## src/rtl/mfbh_mul.sv

```systemverilog
`timescale 1ns / 1ps
// Multi-cycle 64x64 -> 128 multiplier: one 32x32 partial product per cycle, accumulated.
// Standalone; used by the lanes, the merge stage and the length mix in the top level.
module mfbh_mul (
    input  logic        aclk,
    input  logic        aresetn,
    input  logic        start,
    input  logic [63:0] op_x,
    input  logic [63:0] op_y,
    output logic        done,
    output logic [63:0] prod_lo,
    output logic [63:0] prod_hi
);

    localparam logic [2:0] LAST_STEP = 3'd4;

    logic [63:0]  x_reg;
    logic [63:0]  y_reg;
    logic [2:0]   cnt_reg;
    logic         busy_reg;
    logic [63:0]  pp_reg;
    logic [63:0]  pp_next;
    logic [1:0]   pp_sh_reg;
    logic [1:0]   pp_sh_next;
    logic         pp_vld_reg;
    logic [127:0] acc_reg;
    logic [127:0] acc_next;
    logic [31:0]  part_x;
    logic [31:0]  part_y;

    always_comb begin
        case (cnt_reg[1:0])
            2'd0: begin
                part_x     = x_reg[31:0];
                part_y     = y_reg[31:0];
                pp_sh_next = 2'd0;
            end
            2'd1: begin
                part_x     = x_reg[31:0];
                part_y     = y_reg[63:32];
                pp_sh_next = 2'd1;
            end
            2'd2: begin
                part_x     = x_reg[63:32];
                part_y     = y_reg[31:0];
                pp_sh_next = 2'd1;
            end
            default: begin
                part_x     = x_reg[63:32];
                part_y     = y_reg[63:32];
                pp_sh_next = 2'd2;
            end
        endcase
        pp_next  = part_x * part_y;
        acc_next = acc_reg + ({64'd0, pp_reg} << {pp_sh_reg, 5'd0});
    end

    // product is complete once the last partial product has been added
    assign done    = busy_reg && (cnt_reg == LAST_STEP) && !pp_vld_reg;
    assign prod_lo = acc_reg[63:0];
    assign prod_hi = acc_reg[127:64];

    always_ff @(posedge aclk) begin
        if (!aresetn) begin
            busy_reg   <= 1'b0;
            cnt_reg    <= 3'd0;
            pp_vld_reg <= 1'b0;
        end else if (start) begin
            busy_reg   <= 1'b1;
            cnt_reg    <= 3'd0;
            pp_vld_reg <= 1'b0;
        end else if (busy_reg) begin
            if (cnt_reg != LAST_STEP) begin
                cnt_reg    <= cnt_reg + 3'd1;
                pp_vld_reg <= 1'b1;
            end else begin
                pp_vld_reg <= 1'b0;
            end
            if (done) begin
                busy_reg <= 1'b0;
            end
        end
    end

    always_ff @(posedge aclk) begin
        if (start) begin
            x_reg   <= op_x;
            y_reg   <= op_y;
            acc_reg <= 128'd0;
        end else if (busy_reg) begin
            if (cnt_reg != LAST_STEP) begin
                pp_reg    <= pp_next;
                pp_sh_reg <= pp_sh_next;
            end
            if (pp_vld_reg) begin
                acc_reg <= acc_next;
            end
        end
    end

endmodule

```

## config.mk

```make
export PLATFORM = sky130hd
export DESIGN_NAME = mfbh_mul
export DESIGN_NICKNAME = d
export VERILOG_FILES = /design/src/rtl/mfbh_mul.sv
export SDC_FILE = /design/constraint.sdc
export NUM_CORES = 2
export LEC_CHECK = 0
export ABC_AREA = 1
export BUFFER_PORTS_ARGS = -buffer_cell sky130_fd_sc_hd__buf_2
export CORE_UTILIZATION = 40
export CTS_CLUSTER_SIZE = 16
export DETAILED_ROUTE_END_ITERATION = 8
export PLACE_DENSITY_LB_ADDON = 0.25
export SYNTH_ARGS = -nofsm -noshare
export SYNTH_HDL_FRONTEND = slang
export SYNTH_SLANG_ARGS = --single-unit
```

## constraint.sdc

```tcl
create_clock -name aclk -period 10.22 [get_ports aclk]
set_input_delay 2.044 -clock aclk [delete_from_list [all_inputs] [get_ports aclk]]
set_output_delay 2.044 -clock aclk [all_outputs]
set_load 0.01 [all_outputs]
```

==> out/results.ini <==
[outcome]
status = complete, no violations

[floorplan]
die_h_um = 390
core_area_um2 = 149000
rows = 141
initial_core_util_pct = 40.5
fp.dieW_um = 390
dieArea_um2 = 152000
io_pins = 260

[worst_setup_path]
reg2reg_from = cnt_reg[0]$_SDFFE_PP0P_
cp.depth = 30
cp.required_ns = 10.63
start_kind = register
worstPathArrival_ns = 9.81
slowest_stage = inv_1
reg2regPathDepth = 30
critPathBufInv = 7
rr_endpoint = pp_reg[58]$_DFFE_PP_
critPathCaptureType = register
critical_path.endpoint = pp_reg[58]$_DFFE_PP_
cpMostUsedCell = fa_1
rrSetupSlack_ns = 0.82
crit_family = adder cells
worst_path_largest_cell_delay_ns = 0.69
critical_path_class = register to register
startpoint = cnt_reg[0]$_SDFFE_PP0P_
worstPathMaxFanout = 26

[worst_hold_path]
hold_class = register to register

[global_route]
grt_pass1_vias = 55996
grt_max_degree = 97
grt_use_total_pct = 32.9
overflow = 0
antenna_found_initial = 3
grt_pass1_wl_mm = 365

[synth]
synth_compound_area_share_pct = 4.88
synth_adder_area_share_pct = 38.0
synth_area_leaders = fa_1 30%, nand2_1 16%, inv_1 13%, edfxtp_1 9.7%, ha_1 8.2%
netlist_top_cells_count = 2,499 x nand2_1, 2,110 x inv_1, 1,019 x nor2_1
synth_top_family_by_area = adder cells
ys_seq_elements = 327
async_flop_share_pct = 0
yosys_warnings = 0
synth.distinct_cells = 51
synth.top_cell.area_share_pct = 29.8
synthCells = 8592
syn_area_um2 = 60200
yosysTopAreaCell = fa_1
synth.net_count = 10014
yosys.area_share.simple_pct = 26.2
synthXorXnorAreaFrac_pct = 1.56
yosysMostFrequentCell = nand2_1
synth_edf_count = 194
synthMuxAreaShare_pct = 0
ys_seq_area_share_pct = 14.1
avgSynthCellArea_um2 = 7.01
synth-main-ff-cell = edfxtp_1

[clock_network]
clk_latency_ns = 0.67
cts.path.max_buffers = 3
numCtsBuffers = 48
cts_resized = 0
postCtsHoldBufs = 0
path_clk_slew_ns = 0.06
cts-root-buf = clkbuf_16
postCtsSetupBuffers = 0
h-tree-depth = 2
cts_tree = done
clock-sinks = 327

[detailed_routing]
wl_per_cell_um = 22.9
drc = 0
drtIter0Drc = 4570
viasPerCell = 5.07
route.antenna.remaining_nets = 0
wl_mm = 247
via_count = 54851
firstDrtPassIters = 7

[timing]
worst_pin_slew_ns = 1.35
timing.final.crit_share_pct = 92.0
finalSetupTns_ns = 0
hold_violations = 0
min_period_ns = 9.40
rsz0062_at_grt = no
slew_headroom_pct = 9.63
max_freq_mhz = 106
clock_skew_ns = 0.0282
finalMaxSlewViolations = 0
setup_viol = 0

[place]
hpwl_mm = 211
dp.cells = 10734
globalplace.congestion = 1.02
portBuffers = 259
place_area_um2 = 63900

[final_layout]
area_delta_synth_final_pct = 8.79
largest_register_ffs = 128
nets = 10204
final_cell_area_um2 = 65500
layout-drive-gt1-share_pct = 8.39
layoutNonFillerInstCount = 10820

[flow_run]
cap_viol_max_count = 0

-- cells in the final DEF (no fill, tap or decap), drive strengths merged, types with 2 or more instances in the layout --
cell type	synthesis	layout
and2	6	6
o21bai	14	14
nand4	22	22
dfxtp	133	133
nand2	2560	2560
a31oi	18	18
a21o	8	8
o21ai	251	251
a21boi	4	4
a21oi	182	182
o211ai	12	12
edfxtp	194	194
o21a	7	7
fa	897	897
clkinv	10	25
xnor2	27	27
a31o	2	2
nor2	1086	1086
a32o	11	11
clkbuf	144	59
bufinv	0	3
nor3	37	37
ha	394	394
nand3	204	204
nor4	8	8
xor2	80	80
clkinvlp	0	2
buf	89	373
o2111ai	3	3
or2	12	12
inv	2172	2178
-- layout make-up --
type	instances	area, um^2
Timing Repair Buffer	373	2170
Inverter	2182	8190
Clock buffer	59	1280
Tap cell	2002	2500
Antenna cell	1	2.50
Multi-Input combinational cell	5850	42600
Fill cell	15761	83100
Sequential cell	327	8490
Clock inverter	26	259
-- metal layers --
layer,GRT usage (%),part of all wire (%),vias up
li1,-,-,25433
met4,18.4,6.6,4
met1,42.0,41,26615
met2,53.3,45,2260
met3,4.83,7.0,539
met5,0,0.0089,-
-- worst reg2reg max path: cells and delay by family, from the launching register on --
family                     cells  cell delay, ns
AOI/OAI and AO/OA              5            1.58
adders and majority gates     10            4.61
and+or+nand+nor                8            1.56
DFF                            1            0.36
buffers and inverters          7            1.05
-- cells by family after synthesis --
| logic type | count (synthesis) |
|---|---|
| buf+inv | 2415 |
| simple gates | 3937 |
| fa+ha+maj | 1291 |
| compound gates | 515 |
| flops | 327 |
| xor+xnor | 107 |
-- stage by stage --
stage / utilization (%) / worst slack, ns / hold WS [ns]
CTS: 44.1 / 0.945 / 0.490
detailed placement: 43.0 / 0.952 / 0.483
global placement: 43.0 / 0.964 / 0.468
global route: 44.1 / 0.438 / 0.520
finish: 44.1 / 0.817 / 0.488
floorplan: - / 2.79 / 0.456
-- worst min path at each step --
stage | startpoint | end | depth (start not counted)
after floorplan | pp_vld_reg$_SDFFE_PP0P_ | pp_vld_reg$_SDFFE_PP0P_ | 2
after global placement | pp_vld_reg$_SDFFE_PP0P_ | pp_vld_reg$_SDFFE_PP0P_ | 2
after detailed placement | pp_vld_reg$_SDFFE_PP0P_ | pp_vld_reg$_SDFFE_PP0P_ | 2
after CTS | pp_vld_reg$_SDFFE_PP0P_ | pp_vld_reg$_SDFFE_PP0P_ | 2
after global routing | pp_vld_reg$_SDFFE_PP0P_ | pp_vld_reg$_SDFFE_PP0P_ | 2
final | pp_vld_reg$_SDFFE_PP0P_ | pp_vld_reg$_SDFFE_PP0P_ | 2
Power is not shown: default switching activity piles up to over one toggle a cycle in this logic, so the estimate is an artifact.
