--- src/rtl/mfbh_pkg.sv ---
`timescale 1ns / 1ps
// Shared constants, state types and a control struct for the multiply-fold byte hash.
// No dependencies; the top level, the lanes and the merge stage import this package.
package mfbh_pkg;

    localparam int unsigned LEN_BITS      = 32;
    localparam int unsigned KEY_SHORT_MAX = 16;

    localparam logic [63:0] HC0 = 64'h910a2dec89025cc1;
    localparam logic [63:0] HC1 = 64'hbeeb8da1658eec67;
    localparam logic [63:0] HC2 = 64'hf893a2eefb32555f;
    localparam logic [63:0] HC3 = 64'h71c18690ee42c90b;
    localparam logic [63:0] HC4 = 64'h71bb54d8d101b5b9;
    localparam logic [63:0] HC5 = 64'hc34d0bff90150281;

    typedef enum logic [2:0] {
        ST_IDLE,
        ST_MIX,
        ST_DISPATCH,
        ST_LANE,
        ST_MERGE,
        ST_HOLD
    } top_state_t;

    typedef enum logic [1:0] {
        MG_IDLE,
        MG_FIRST,
        MG_SECOND
    } merge_state_t;

    typedef struct packed {
        logic load;
        logic start;
    } lane_ctrl_t;

endpackage

--- src/rtl/mfbh_mul.sv ---
`timescale 1ns / 1ps
// Multi-cycle 64x64 -> 128 multiplier: one 32x32 partial product per cycle, accumulated.
// Standalone; used by the lanes, the merge stage and the length mix in the top level.
module mfbh_mul (
    input  logic        aclk,
    input  logic        aresetn,
    input  logic        start,
    input  logic [63:0] op_x,
    input  logic [63:0] op_y,
    output logic        done,
    output logic [63:0] prod_lo,
    output logic [63:0] prod_hi
);

    localparam logic [2:0] LAST_STEP = 3'd4;

    logic [63:0]  x_reg;
    logic [63:0]  y_reg;
    logic [2:0]   cnt_reg;
    logic         busy_reg;
    logic [63:0]  pp_reg;
    logic [63:0]  pp_next;
    logic [1:0]   pp_sh_reg;
    logic [1:0]   pp_sh_next;
    logic         pp_vld_reg;
    logic [127:0] acc_reg;
    logic [127:0] acc_next;
    logic [31:0]  part_x;
    logic [31:0]  part_y;

    always_comb begin
        case (cnt_reg[1:0])
            2'd0: begin
                part_x     = x_reg[31:0];
                part_y     = y_reg[31:0];
                pp_sh_next = 2'd0;
            end
            2'd1: begin
                part_x     = x_reg[31:0];
                part_y     = y_reg[63:32];
                pp_sh_next = 2'd1;
            end
            2'd2: begin
                part_x     = x_reg[63:32];
                part_y     = y_reg[31:0];
                pp_sh_next = 2'd1;
            end
            default: begin
                part_x     = x_reg[63:32];
                part_y     = y_reg[63:32];
                pp_sh_next = 2'd2;
            end
        endcase
        pp_next  = part_x * part_y;
        acc_next = acc_reg + ({64'd0, pp_reg} << {pp_sh_reg, 5'd0});
    end

    // product is complete once the last partial product has been added
    assign done    = busy_reg && (cnt_reg == LAST_STEP) && !pp_vld_reg;
    assign prod_lo = acc_reg[63:0];
    assign prod_hi = acc_reg[127:64];

    always_ff @(posedge aclk) begin
        if (!aresetn) begin
            busy_reg   <= 1'b0;
            cnt_reg    <= 3'd0;
            pp_vld_reg <= 1'b0;
        end else if (start) begin
            busy_reg   <= 1'b1;
            cnt_reg    <= 3'd0;
            pp_vld_reg <= 1'b0;
        end else if (busy_reg) begin
            if (cnt_reg != LAST_STEP) begin
                cnt_reg    <= cnt_reg + 3'd1;
                pp_vld_reg <= 1'b1;
            end else begin
                pp_vld_reg <= 1'b0;
            end
            if (done) begin
                busy_reg <= 1'b0;
            end
        end
    end

    always_ff @(posedge aclk) begin
        if (start) begin
            x_reg   <= op_x;
            y_reg   <= op_y;
            acc_reg <= 128'd0;
        end else if (busy_reg) begin
            if (cnt_reg != LAST_STEP) begin
                pp_reg    <= pp_next;
                pp_sh_reg <= pp_sh_next;
            end
            if (pp_vld_reg) begin
                acc_reg <= acc_next;
            end
        end
    end

endmodule

--- src/rtl/mfbh_lane.sv ---
`timescale 1ns / 1ps
// One hash lane: accumulator plus multiply-fold update with a per-lane key constant.
// Depends on mfbh_pkg and mfbh_mul.
module mfbh_lane (
    input  logic               aclk,
    input  logic               aresetn,
    input  mfbh_pkg::lane_ctrl_t ctrl,
    input  logic [63:0]        load_value,
    input  logic [63:0]        data_word,
    input  logic [63:0]        lane_key,
    output logic [63:0]        acc_value,
    output logic               done
);
    import mfbh_pkg::*;

    logic [63:0] acc_reg;
    logic [63:0] base;
    logic [63:0] mul_lo;
    logic [63:0] mul_hi;
    logic        mul_done;

    // a load in the same cycle as a start seeds the update with the new value
    assign base = ctrl.load ? load_value : acc_reg;

    mfbh_mul u_mul (
        .aclk    (aclk),
        .aresetn (aresetn),
        .start   (ctrl.start),
        .op_x    (base ^ data_word),
        .op_y    (lane_key),
        .done    (mul_done),
        .prod_lo (mul_lo),
        .prod_hi (mul_hi)
    );

    always_ff @(posedge aclk) begin
        if (!aresetn) begin
            acc_reg <= 64'd0;
        end else if (ctrl.load) begin
            acc_reg <= load_value;
        end else if (mul_done) begin
            acc_reg <= mul_lo ^ mul_hi;
        end
    end

    assign acc_value = acc_reg;
    assign done      = mul_done;

endmodule

--- config.mk ---
export PLATFORM = sky130hd
export DESIGN_NAME = mfbh_lane
export DESIGN_NICKNAME = d
export VERILOG_FILES = /design/src/rtl/mfbh_pkg.sv /design/src/rtl/mfbh_mul.sv /design/src/rtl/mfbh_lane.sv
export SDC_FILE = /design/constraint.sdc
export NUM_CORES = 2
export LEC_CHECK = 0
export ABC_CLOCK_PERIOD_IN_PS = 12600
export BUFFER_PORTS_ARGS = -buffer_cell sky130_fd_sc_hd__buf_2
export CORE_MARGIN = 3
export CORE_UTILIZATION = 25
export DETAILED_ROUTE_END_ITERATION = 16
export PLACE_DENSITY = 0.43
export SLEW_MARGIN = 20
export SYNTH_ARGS = -nofsm -noshare
export SYNTH_HDL_FRONTEND = slang
export SYNTH_HIERARCHICAL = 1
export SYNTH_SLANG_ARGS = --single-unit
--- constraint.sdc ---
create_clock -name aclk -period 12.6 [get_ports aclk]
set_input_delay 1.26 -clock aclk [delete_from_list [all_inputs] [get_ports aclk]]
set_output_delay 1.26 -clock aclk [all_outputs]
set_load 0.02 [all_outputs]
==> metrics.md <==
| Metric | Value |
|---|---|
| Most used DFF post-synth | `dfxtp_1` |
| Die Span Y | `486 um` |
| Clock Latency Late Sink | `750 ps` |
| Clock Tree Buf Depth | `3` |
| RSZ-0062 raised after global routing | `false` |
| Hold Path Class | `reg2reg` |
| Top-area cell type share of the netlist area | `31.18%` |
| Core region area | `228,400 um^2` |
| Grt total ovfl | `0` |
| First-pass GRT wire length | `365,100 um` |
| CTS Buf Count | `55` |
| Largest net degree at the start of global routing | `76` |
| Outcome | `complete, no violations` |
| CP Capture Type | `flip-flop` |
| Syn_area_per_cell | `8.875 um^2` |
| Flops & latches, synth | `391` |
| Tmin final | `10,910 ps` |
| Crit path max-delay cell type | `nor2_4` |
| Worst Hold Path Cells | `2` |
| CP max FO | `18` |
| Antenna Nets Post-Route | `0` |
| Count leader, synth | `inv_1` |
| Worst reg-to-reg path cell count | `31` |
| DR vias/cell | `4.920` |
| Max_cap viols | `0` |
| Period Utilization, post-route | `86.59%` |
| Synth top area cells | `fa_1 31%, edfxtp_1 10%, ha_1 8.6%, dfxtp_1 6.8%, inv_1 6.0%` |
| 1st-pass router iterations | `5` |
| Biggest area consumer among synthesized cells | `fa_1` |
| DRC Markers | `0` |
| Area growth from synthesis to layout | `11.75%` |
| Buffers & Inverters on Critical Path | `7` |
| Crit path depth | `31` |
| Die ar. | `236,200 um^2` |
| Die extent in x | `486 um` |
| Vias in the first global route | `49,783` |
| WP data required | `13,040 ps` |
| Initial antenna violation count | `9` |
| Max reg flops | `128` |
| Clock sinks | `391` |
| Post-DP HPWL | `208,100 um` |
| CP top delay family | `adder cells` |
| CP most frequent cell | `fa_1` |
| Iteration-0 DRC Markers | `3,399` |
| Non-Filler Instances | `9,617` |
| DR vias | `47,313` |
| Root Buffer Master | `clkbuf_16` |
| # IOs | `261` |
| Syn Nets | `7,977` |
| Placed cells | `9,508` |
| # H-tree levels | `2` |
| Max Slew Vio Count | `0` |
| CP peak stage delay | `760 ps` |
| CTS resizes | `0` |
| Port-buffer cells | `260` |
| Final WL | `255,000 um` |
| CTS tree | `done` |
| Ys async rst share | `0%` |
| Nets | `8,044` |
| Startpoint class of the critical path | `flip-flop` |
| Syn Inst Count | `6,490` |
| TNS Setup | `0 ps` |
| Post-Route Utilization | `28.19%` |
| Crit path kind | `reg2reg` |
| Top post-synthesis cells by count | `924 x inv_1, 897 x fa_1, 782 x nand2_1, 758 x nor2_1, 394 x ha_1` |
| Setup Skew | `65.18 ps` |
| Post-synth EDFFs | `194` |
| Hold buffer count at cts | `0` |
| Row count | `175` |
| Clock transition at path regs | `60 ps` |
| Finish-stage setup viols | `0` |
| Hold Fails Final Rpt | `0` |
| CP arrival | `11,350 ps` |
| DR WL/cell | `26.51 um` |
| Achievable frequency | `91.66 MHz` |
| Synth warnings | `6` |
| Fill count | `24,403` |
| Slew of the pin with the lowest slew margin | `1120 ps` |
| Mapped Area | `57,600 um^2` |
| Max_slew headroom | `23.85%` |
| Post-CTS Setup Inserts | `0` |
| Unique masters post-synth | `89` |
| Layout cell share with drive strength beyond 1 | `9.465%` |
| Register area share after synthesis | `16.96%` |
| Placer Congestion | `0.9672` |
| Initial Util | `25.22%` |
| All-layer global routing usage | `21.42%` |
-- cells by family after synthesis --
group	count (synthesis)	share of synthesized area (%)
mux	221	3.979
flops	391	16.96
xor+xnor	304	4.622
buf+inv	1285	8.628
fa+ha+maj	1291	39.73
compound gates	954	10.74
simple gates	2044	15.33
-- worst min-delay path: cells and delay by family, from the launching register on --
family	cells	cell delay, ps
DFF	1	330
and+or+nand+nor	1	60
AOI/OAI and AO/OA	1	50
-- worst paths after layout --
kind | from | to | slack, ps
max | u_mul/cnt_reg[0] | u_mul/pp_reg[41] | 1690
min | u_mul/acc_reg[68] | u_mul/acc_reg[68] | 480
max reg2reg | u_mul/cnt_reg[0] | u_mul/pp_reg[41] | 1690
min reg2reg | u_mul/acc_reg[68] | u_mul/acc_reg[68] | 480
-- cell type report --
| type | count | area, um^2 | area share [%] |
|---|---|---|---|
| Multi-Input combinational cell | 4814 | 43210 | 67.13 |
| Sequential cell | 391 | 9769 | 15.18 |
| Tap cell | 3009 | 3765 | 5.849 |
| Inverter | 924 | 3468 | 5.388 |
| Timing Repair Buffer | 371 | 2183 | 3.392 |
| Clock buffer | 65 | 1424 | 2.212 |
| Clock inverter | 38 | 535.5 | 0.8319 |
| Antenna cell | 5 | 12.51 | 0.01944 |
-- placed cells by master (no fill, tap or decap), drive strengths merged, types with 18 or more instances in the layout --
master  count
nor2      758
mux2       64
fa        897
and3       18
clkinv     18
a22o       37
clkbuf     65
nand3     115
nand2     782
o21a       38
a211oi     21
mux2i     157
nand4      82
o221ai     76
xor2       66
dfxtp     197
nor3       31
a21oi     315
edfxtp    194
nor2b      53
a21o      102
ha        394
o21ai     191
o21bai     40
nand2b     88
xnor2     238
and2       48
a31oi      24
buf       371
inv       929
-- stage by stage --
step | area, um^2 | hold WS, ps | worst slack (ps)
2_1_floorplan | 57600 | 455.1 | 3020
3_3_place_gp | 62340 | 467.1 | 1680
3_5_place_dp | 62360 | 479.6 | 1811
4_1_cts | 64320 | 485.0 | 1740
5_1_grt | 64370 | 509.0 | 1206
6_report | 64370 | 482.2 | 1690
-- routing by layer --
layer	share of wire, %	global-route usage, %	vias to the layer above
met4	6.8	12.04	2
met3	5.1	2.811	353
li1	-	-	21039
met2	47	35.80	1421
met1	41	26.63	24498
met5	0.0051	0	-
Power is left out: the tool's default activity adds up to more than one toggle a clock period on the data nets, which glitch-free logic cannot reach.
