<file path="src/rtl/mfbh_pkg.sv">
`timescale 1ns / 1ps
// Shared constants, state types and a control struct for the multiply-fold byte hash.
// No dependencies; the top level, the lanes and the merge stage import this package.
package mfbh_pkg;

    localparam int unsigned LEN_BITS      = 32;
    localparam int unsigned KEY_SHORT_MAX = 16;

    localparam logic [63:0] HC0 = 64'h910a2dec89025cc1;
    localparam logic [63:0] HC1 = 64'hbeeb8da1658eec67;
    localparam logic [63:0] HC2 = 64'hf893a2eefb32555f;
    localparam logic [63:0] HC3 = 64'h71c18690ee42c90b;
    localparam logic [63:0] HC4 = 64'h71bb54d8d101b5b9;
    localparam logic [63:0] HC5 = 64'hc34d0bff90150281;

    typedef enum logic [2:0] {
        ST_IDLE,
        ST_MIX,
        ST_DISPATCH,
        ST_LANE,
        ST_MERGE,
        ST_HOLD
    } top_state_t;

    typedef enum logic [1:0] {
        MG_IDLE,
        MG_FIRST,
        MG_SECOND
    } merge_state_t;

    typedef struct packed {
        logic load;
        logic start;
    } lane_ctrl_t;

endpackage

</file>
<file path="src/rtl/mfbh_mul.sv">
`timescale 1ns / 1ps
// Multi-cycle 64x64 -> 128 multiplier: one 32x32 partial product per cycle, accumulated.
// Standalone; used by the lanes, the merge stage and the length mix in the top level.
module mfbh_mul (
    input  logic        aclk,
    input  logic        aresetn,
    input  logic        start,
    input  logic [63:0] op_x,
    input  logic [63:0] op_y,
    output logic        done,
    output logic [63:0] prod_lo,
    output logic [63:0] prod_hi
);

    localparam logic [2:0] LAST_STEP = 3'd4;

    logic [63:0]  x_reg;
    logic [63:0]  y_reg;
    logic [2:0]   cnt_reg;
    logic         busy_reg;
    logic [63:0]  pp_reg;
    logic [63:0]  pp_next;
    logic [1:0]   pp_sh_reg;
    logic [1:0]   pp_sh_next;
    logic         pp_vld_reg;
    logic [127:0] acc_reg;
    logic [127:0] acc_next;
    logic [31:0]  part_x;
    logic [31:0]  part_y;

    always_comb begin
        case (cnt_reg[1:0])
            2'd0: begin
                part_x     = x_reg[31:0];
                part_y     = y_reg[31:0];
                pp_sh_next = 2'd0;
            end
            2'd1: begin
                part_x     = x_reg[31:0];
                part_y     = y_reg[63:32];
                pp_sh_next = 2'd1;
            end
            2'd2: begin
                part_x     = x_reg[63:32];
                part_y     = y_reg[31:0];
                pp_sh_next = 2'd1;
            end
            default: begin
                part_x     = x_reg[63:32];
                part_y     = y_reg[63:32];
                pp_sh_next = 2'd2;
            end
        endcase
        pp_next  = part_x * part_y;
        acc_next = acc_reg + ({64'd0, pp_reg} << {pp_sh_reg, 5'd0});
    end

    // product is complete once the last partial product has been added
    assign done    = busy_reg && (cnt_reg == LAST_STEP) && !pp_vld_reg;
    assign prod_lo = acc_reg[63:0];
    assign prod_hi = acc_reg[127:64];

    always_ff @(posedge aclk) begin
        if (!aresetn) begin
            busy_reg   <= 1'b0;
            cnt_reg    <= 3'd0;
            pp_vld_reg <= 1'b0;
        end else if (start) begin
            busy_reg   <= 1'b1;
            cnt_reg    <= 3'd0;
            pp_vld_reg <= 1'b0;
        end else if (busy_reg) begin
            if (cnt_reg != LAST_STEP) begin
                cnt_reg    <= cnt_reg + 3'd1;
                pp_vld_reg <= 1'b1;
            end else begin
                pp_vld_reg <= 1'b0;
            end
            if (done) begin
                busy_reg <= 1'b0;
            end
        end
    end

    always_ff @(posedge aclk) begin
        if (start) begin
            x_reg   <= op_x;
            y_reg   <= op_y;
            acc_reg <= 128'd0;
        end else if (busy_reg) begin
            if (cnt_reg != LAST_STEP) begin
                pp_reg    <= pp_next;
                pp_sh_reg <= pp_sh_next;
            end
            if (pp_vld_reg) begin
                acc_reg <= acc_next;
            end
        end
    end

endmodule

</file>
<file path="src/rtl/mfbh_merge.sv">
`timescale 1ns / 1ps
// Merge stage: shapes the key tail, folds in both lanes for a long key and runs the two final multiplies.
// Depends on mfbh_pkg and mfbh_mul.
module mfbh_merge (
    input  logic                          aclk,
    input  logic                          aresetn,
    input  logic                          start,
    input  logic                          long_key,
    input  logic [mfbh_pkg::LEN_BITS-1:0] held_length,
    input  logic [63:0]                   prev_lo,
    input  logic [63:0]                   prev_hi,
    input  logic [63:0]                   cur_lo,
    input  logic [63:0]                   cur_hi,
    input  logic [63:0]                   length_mix,
    input  logic [63:0]                   lane_zero_acc,
    input  logic [63:0]                   lane_one_acc,
    output logic                          done,
    output logic [63:0]                   hash_value
);
    import mfbh_pkg::*;

    merge_state_t state_reg;
    merge_state_t state_next;

    logic [255:0] window;
    logic [255:0] win_a;
    logic [255:0] win_c;
    logic [4:0]   n5;
    logic [4:0]   left;
    logic [4:0]   pos_a;
    logic [4:0]   pos_c;
    logic [1:0]   end_sh;
    logic [7:0]   mid_byte;
    logic [7:0]   end_byte;
    logic [63:0]  tail_a;
    logic [63:0]  tail_c;
    logic         mul_start;
    logic [63:0]  mul_x;
    logic [63:0]  mul_y;
    logic         mul_done;
    logic [63:0]  mul_lo;
    logic [63:0]  mul_hi;

    // bytes 0..15 are the kept chunk, 16..31 the last chunk
    assign window = {cur_hi, cur_lo, prev_hi, prev_lo};

    always_comb begin
        n5     = held_length[4:0];
        left   = {1'b0, held_length[3:0] - 4'd1} + 5'd1;
        pos_a  = 5'd16;
        pos_c  = 5'd16;
        if (long_key) begin
            pos_a = left;
            pos_c = left + 5'd8;
        end else if (n5 >= 5'd8) begin
            pos_c = n5 + 5'd8;
        end else begin
            pos_c = n5 + 5'd12;
        end
        win_a    = window >> {pos_a, 3'b000};
        win_c    = window >> {pos_c, 3'b000};
        end_sh   = n5[1:0] - 2'd1;
        mid_byte = n5[1] ? cur_lo[15:8] : cur_lo[7:0];
        end_byte = 8'(cur_lo >> {end_sh, 3'b000});

        if (long_key) begin
            tail_a = lane_zero_acc ^ win_a[63:0];
            tail_c = lane_one_acc ^ win_c[63:0];
        end else if (n5 >= 5'd8) begin
            tail_a = win_a[63:0];
            tail_c = win_c[63:0];
        end else if (n5 >= 5'd4) begin
            tail_a = {32'd0, win_a[31:0]};
            tail_c = {32'd0, win_c[31:0]};
        end else if (n5 != 5'd0) begin
            tail_a = {40'd0, cur_lo[7:0], mid_byte, end_byte};
            tail_c = 64'd0;
        end else begin
            tail_a = 64'd0;
            tail_c = 64'd0;
        end
    end

    always_ff @(posedge aclk) begin
        if (!aresetn) begin
            state_reg <= MG_IDLE;
        end else begin
            state_reg <= state_next;
        end
    end

    always_comb begin
        state_next = state_reg;
        mul_start  = 1'b0;
        mul_x      = (tail_a ^ length_mix);
        mul_y      = (tail_c ^ HC5);
        done       = 1'b0;
        case (state_reg)
            MG_IDLE: begin
                if (start) begin
                    mul_start  = 1'b1;
                    state_next = MG_FIRST;
                end
            end
            MG_FIRST: begin
                mul_x = mul_lo ^ HC1;
                mul_y = mul_hi ^ HC2;
                if (mul_done) begin
                    mul_start  = 1'b1;
                    state_next = MG_SECOND;
                end
            end
            MG_SECOND: begin
                if (mul_done) begin
                    done       = 1'b1;
                    state_next = MG_IDLE;
                end
            end
            default: begin
                state_next = MG_IDLE;
            end
        endcase
    end

    mfbh_mul u_mul (
        .aclk    (aclk),
        .aresetn (aresetn),
        .start   (mul_start),
        .op_x    (mul_x),
        .op_y    (mul_y),
        .done    (mul_done),
        .prod_lo (mul_lo),
        .prod_hi (mul_hi)
    );

    // product holds until the next start, so the hash stays valid after done
    assign hash_value = mul_lo ^ mul_hi;

endmodule
</file>
<file path="config.mk">
export PLATFORM = sky130hd
export DESIGN_NAME = mfbh_merge
export DESIGN_NICKNAME = d
export VERILOG_FILES = /design/src/rtl/mfbh_pkg.sv /design/src/rtl/mfbh_mul.sv /design/src/rtl/mfbh_merge.sv
export SDC_FILE = /design/constraint.sdc
export NUM_CORES = 2
export LEC_CHECK = 0
export BUFFER_PORTS_ARGS = -buffer_cell sky130_fd_sc_hd__buf_2
export CELL_PAD_IN_SITES_DETAIL_PLACEMENT = 0
export CELL_PAD_IN_SITES_GLOBAL_PLACEMENT = 1
export CORE_MARGIN = 2
export CORE_UTILIZATION = 30
export CTS_CLUSTER_SIZE = 40
export DETAILED_ROUTE_END_ITERATION = 7
export PLACE_DENSITY = 0.63
export RECOVER_POWER = 25
export SYNTH_ARGS = -nofsm -noshare
export SYNTH_HDL_FRONTEND = slang
export SYNTH_HIERARCHICAL = 1
export SYNTH_SLANG_ARGS = --single-unit
</file>
<file path="constraint.sdc">
create_clock -name aclk -period 11.86 [get_ports aclk]
set_input_delay 0.593 -clock aclk [delete_from_list [all_inputs] [get_ports aclk]]
set_output_delay 0.593 -clock aclk [all_outputs]
set_load 0.05 [all_outputs]
</file>
==> results.md <==
* Met3 Use GR at around an eighth
* Chip Height at roughly 520 µm
* Delay-heaviest family, CP: adder cells
* Post_cts resized at 0
* Worst-margin pin slew at ~3.9 ns
* Area growth, synth to finish at 10.1%
* Final nets at about 12k
* Reg2Reg Depth at 29
* Cell count after synthesis at roughly 10k
* Ys flop type: edfxtp_1
* Post-synthesis sequential area ratio at a little over a tenth
* Die area at around 0.27 mm²
* # rows at about 190
* Syn Nets at around 12k
* Vias in the first global route at roughly 80k
* Fin. Hold Viols at 0
* CP Data Required Time at 12.21 ns
* CP endpoint: u_mul/pp_reg[63]$_DFFE_PP_
* CP startpoint: u_mul/cnt_reg[0]$_SDFFE_PP0P_
* Max cap viols at 6
* Worst reg2reg setup slack at approximately 0.95 ns
* Most frequent CP cell: fa_1
* Final HPWL DP at 395,000 µm
* Vias per Instance at between 6 and 7
* Synth top area cells: fa_1, edfxtp_1, ha_1
* Crit start category: flip-flop
* Buffers & Inverters on Critical Path at 6
* Final Skew at about 0.085 ns
* Clock-pin slew on the worst setup and hold paths at ~0.06 ns
* Top cell type's share of synthesized area at roughly 22%
* Synth area leader: fa_1
* Initial core utilization at a little under a third
* Total Routing Usage GR at between 30% and 40%
* PortBufs at roughly 520
* List of most frequent post-synthesis cells: nand2_1, nor2_1, inv_1, fa_1, a21oi_1
* Max_slew headroom at -158%
* Slowest library cell on the worst path: mux2i_1
* Clk buf depth at 3
* Most common cell in the netlist: nand2_1
* Routability Congestion at about 1.1
* Routed vias at approximately 83k
* Detailed Route Iter0 Violations at between 10k and 15k
* RSZ-0062 raised after global routing: false
* Drt pass-1 iters at 6
* Crit Path Max Fanout at 14
* Distinct cells, synth at 117
* Post-CTS Hold Fix Bufs at 0
* Num ports at 549
* Routed wire length at 491,000 µm
* TNS Setup at 0 ns
* Critical path endpoint category: flip-flop
* Reg-to-Reg End: u_mul/pp_reg[63]$_DFFE_PP_
* Status: finished with violations
* Critical Path AT at between 10 and 15 ns
* Worst-Skew Late Latency at roughly 0.68 ns
* Worst r2r src: u_mul/cnt_reg[0]$_SDFFE_PP0P_
* GR Overflow Total at 0
* CTS tree: done
* Max Clk Rate at between 90 and 100 MHz
* ANT nets after route at 0
* Num CTS Buffers at 44
* Worst hold start: start
* CTS root buf: clkbuf_16
* Antenna violations before repair at ~160
* Setup-failing EPs final at 0
* Type of the most critical hold path: input pin to flip-flop
* Average cell area after synthesis at between 8 and 9 µm²
* Synth async-reset ratio at 0%
* WS Path Type: flip-flop to flip-flop
* Clock sinks at ~330
* Crit. path cell count at 29
* Drc violations at 0
* Min Clock Period, post-route at 10.91 ns
* Share of cells above drive strength 1 at between 10% and 20%
* Met2 Use GR at between 50 and 60%
* Post-CTS Setup Inserts at 0
* Die W at between 500 and 600 µm
* EDFF count, synth at just under 200
* Synth Register Bits at about 330
* Max-slew violations at about 230
* Synth warn at 6
* Met1 GRT Util at between 40 and 50%
* Drt wl/cell at about 36 µm
* Mapped Area at between 0.08 and 0.09 mm²
* Core area at between 0.2 and 0.3 mm²
* Max reg flops at around 130
* Failing checks: max-capacitance violations, max-slew violations
* Final Cycle Share at around 92%
* Crit-path max cell delay at roughly 1.8 ns
* Largest net degree at the start of global routing at between 100 and 150
* Layer carrying the most global-route usage: met2
* Global-route wire length before repair at roughly 670,000 µm
* H-tree levels at 2
-- through the flow --
stage	instances	hold WS, ns	util, %	setup slack (ns)	area (µm²)
after floorplan	9851	0.466	-	2.53	80200
after global placement	13400	0.479	32.6	1.46	86700
after detailed placement	13400	0.502	32.6	1.39	86700
after CTS	13500	0.169	33.2	1.28	88200
after global routing	13500	0.231	33.2	0.696	88200
final	13600	0.206	33.3	0.947	88300
-- logic make-up (layout without fill, tap and decap cells) --
kind of cell / Yosys count / count (layout) / synth area share (%)
AOI/OAI and AO/OA: 2064 / 2064 / 16.9
buffers and inverters: 1704 / 1821 / 8.44
other: 0 / 86 / 0
xor gates and xnor gates: 329 / 329 / 3.61
DFF: 329 / 329 / 10.6
and+or+nand+nor: 3284 / 3284 / 18.1
adders and majority gates: 1298 / 1298 / 28.6
muxes: 843 / 843 / 13.7
-- metal layers --
metal | vias to the layer above | routed length, µm
li1 | 34300 | -
met4 | 94 | 40100
met5 | - | 677
met3 | 1133 | 55700
met1 | 42000 | 191000
met2 | 5010 | 203000
-- worst reg2reg max path: cells and delay by family, from the launching register on --
family / cells / cell delay (ns)
muxes: 1 / 1.78
xor gates and xnor gates: 1 / 0.18
DFF: 1 / 0.36
and+or+nand+nor: 4 / 1.49
buffers and inverters: 6 / 0.66
adders and majority gates: 10 / 4.41
AOI/OAI and AO/OA: 7 / 1.74
-- final cells by class --
type                            instances  area, µm²
Clock inverter                         26        329
Clock buffer                           56       1180
Sequential cell                       329       8530
Timing Repair Buffer                  772       4470
Antenna cell                           86        215
Inverter                              967       3640
Fill cell                           28300     177000
Tap cell                             3533       4420
Multi-Input combinational cell       7818      65500
-- how the worst min path moves through the flow --
stage,slack (ns),to,cells after the start
after detailed placement,0.50,u_mul/cnt_reg[1]$_SDFFE_PP0P_,2
after CTS,0.17,state_reg[0]$_SDFFE_PN0P_,3
after global routing,0.23,state_reg[0]$_SDFFE_PN0P_,3
after floorplan,0.47,u_mul/acc_reg[59]$_SDFFE_PP0P_,2
final,0.21,state_reg[0]$_SDFFE_PN0P_,3
after global placement,0.48,u_mul/cnt_reg[1]$_SDFFE_PP0P_,2
-- cells in the final DEF, fill, tap and decap left out, drive strengths merged, types with 86 or more instances in the layout --
| cell type | count |
|---|---|
| a211oi | 141 |
| a21o | 124 |
| a21oi | 595 |
| a31oi | 105 |
| buf | 701 |
| clkbuf | 127 |
| dfxtp | 135 |
| diode | 86 |
| edfxtp | 194 |
| fa | 897 |
| ha | 401 |
| inv | 972 |
| mux2 | 176 |
| mux2i | 481 |
| mux4 | 186 |
| nand2 | 1315 |
| nand3 | 200 |
| nand4 | 125 |
| nor2 | 1012 |
| nor3 | 176 |
| o211ai | 99 |
| o21ai | 420 |
| xnor2 | 164 |
| xor2 | 164 |
Power is left out: the tool's default activity adds up to more than one toggle a clock period on the data nets, which glitch-free logic cannot reach.
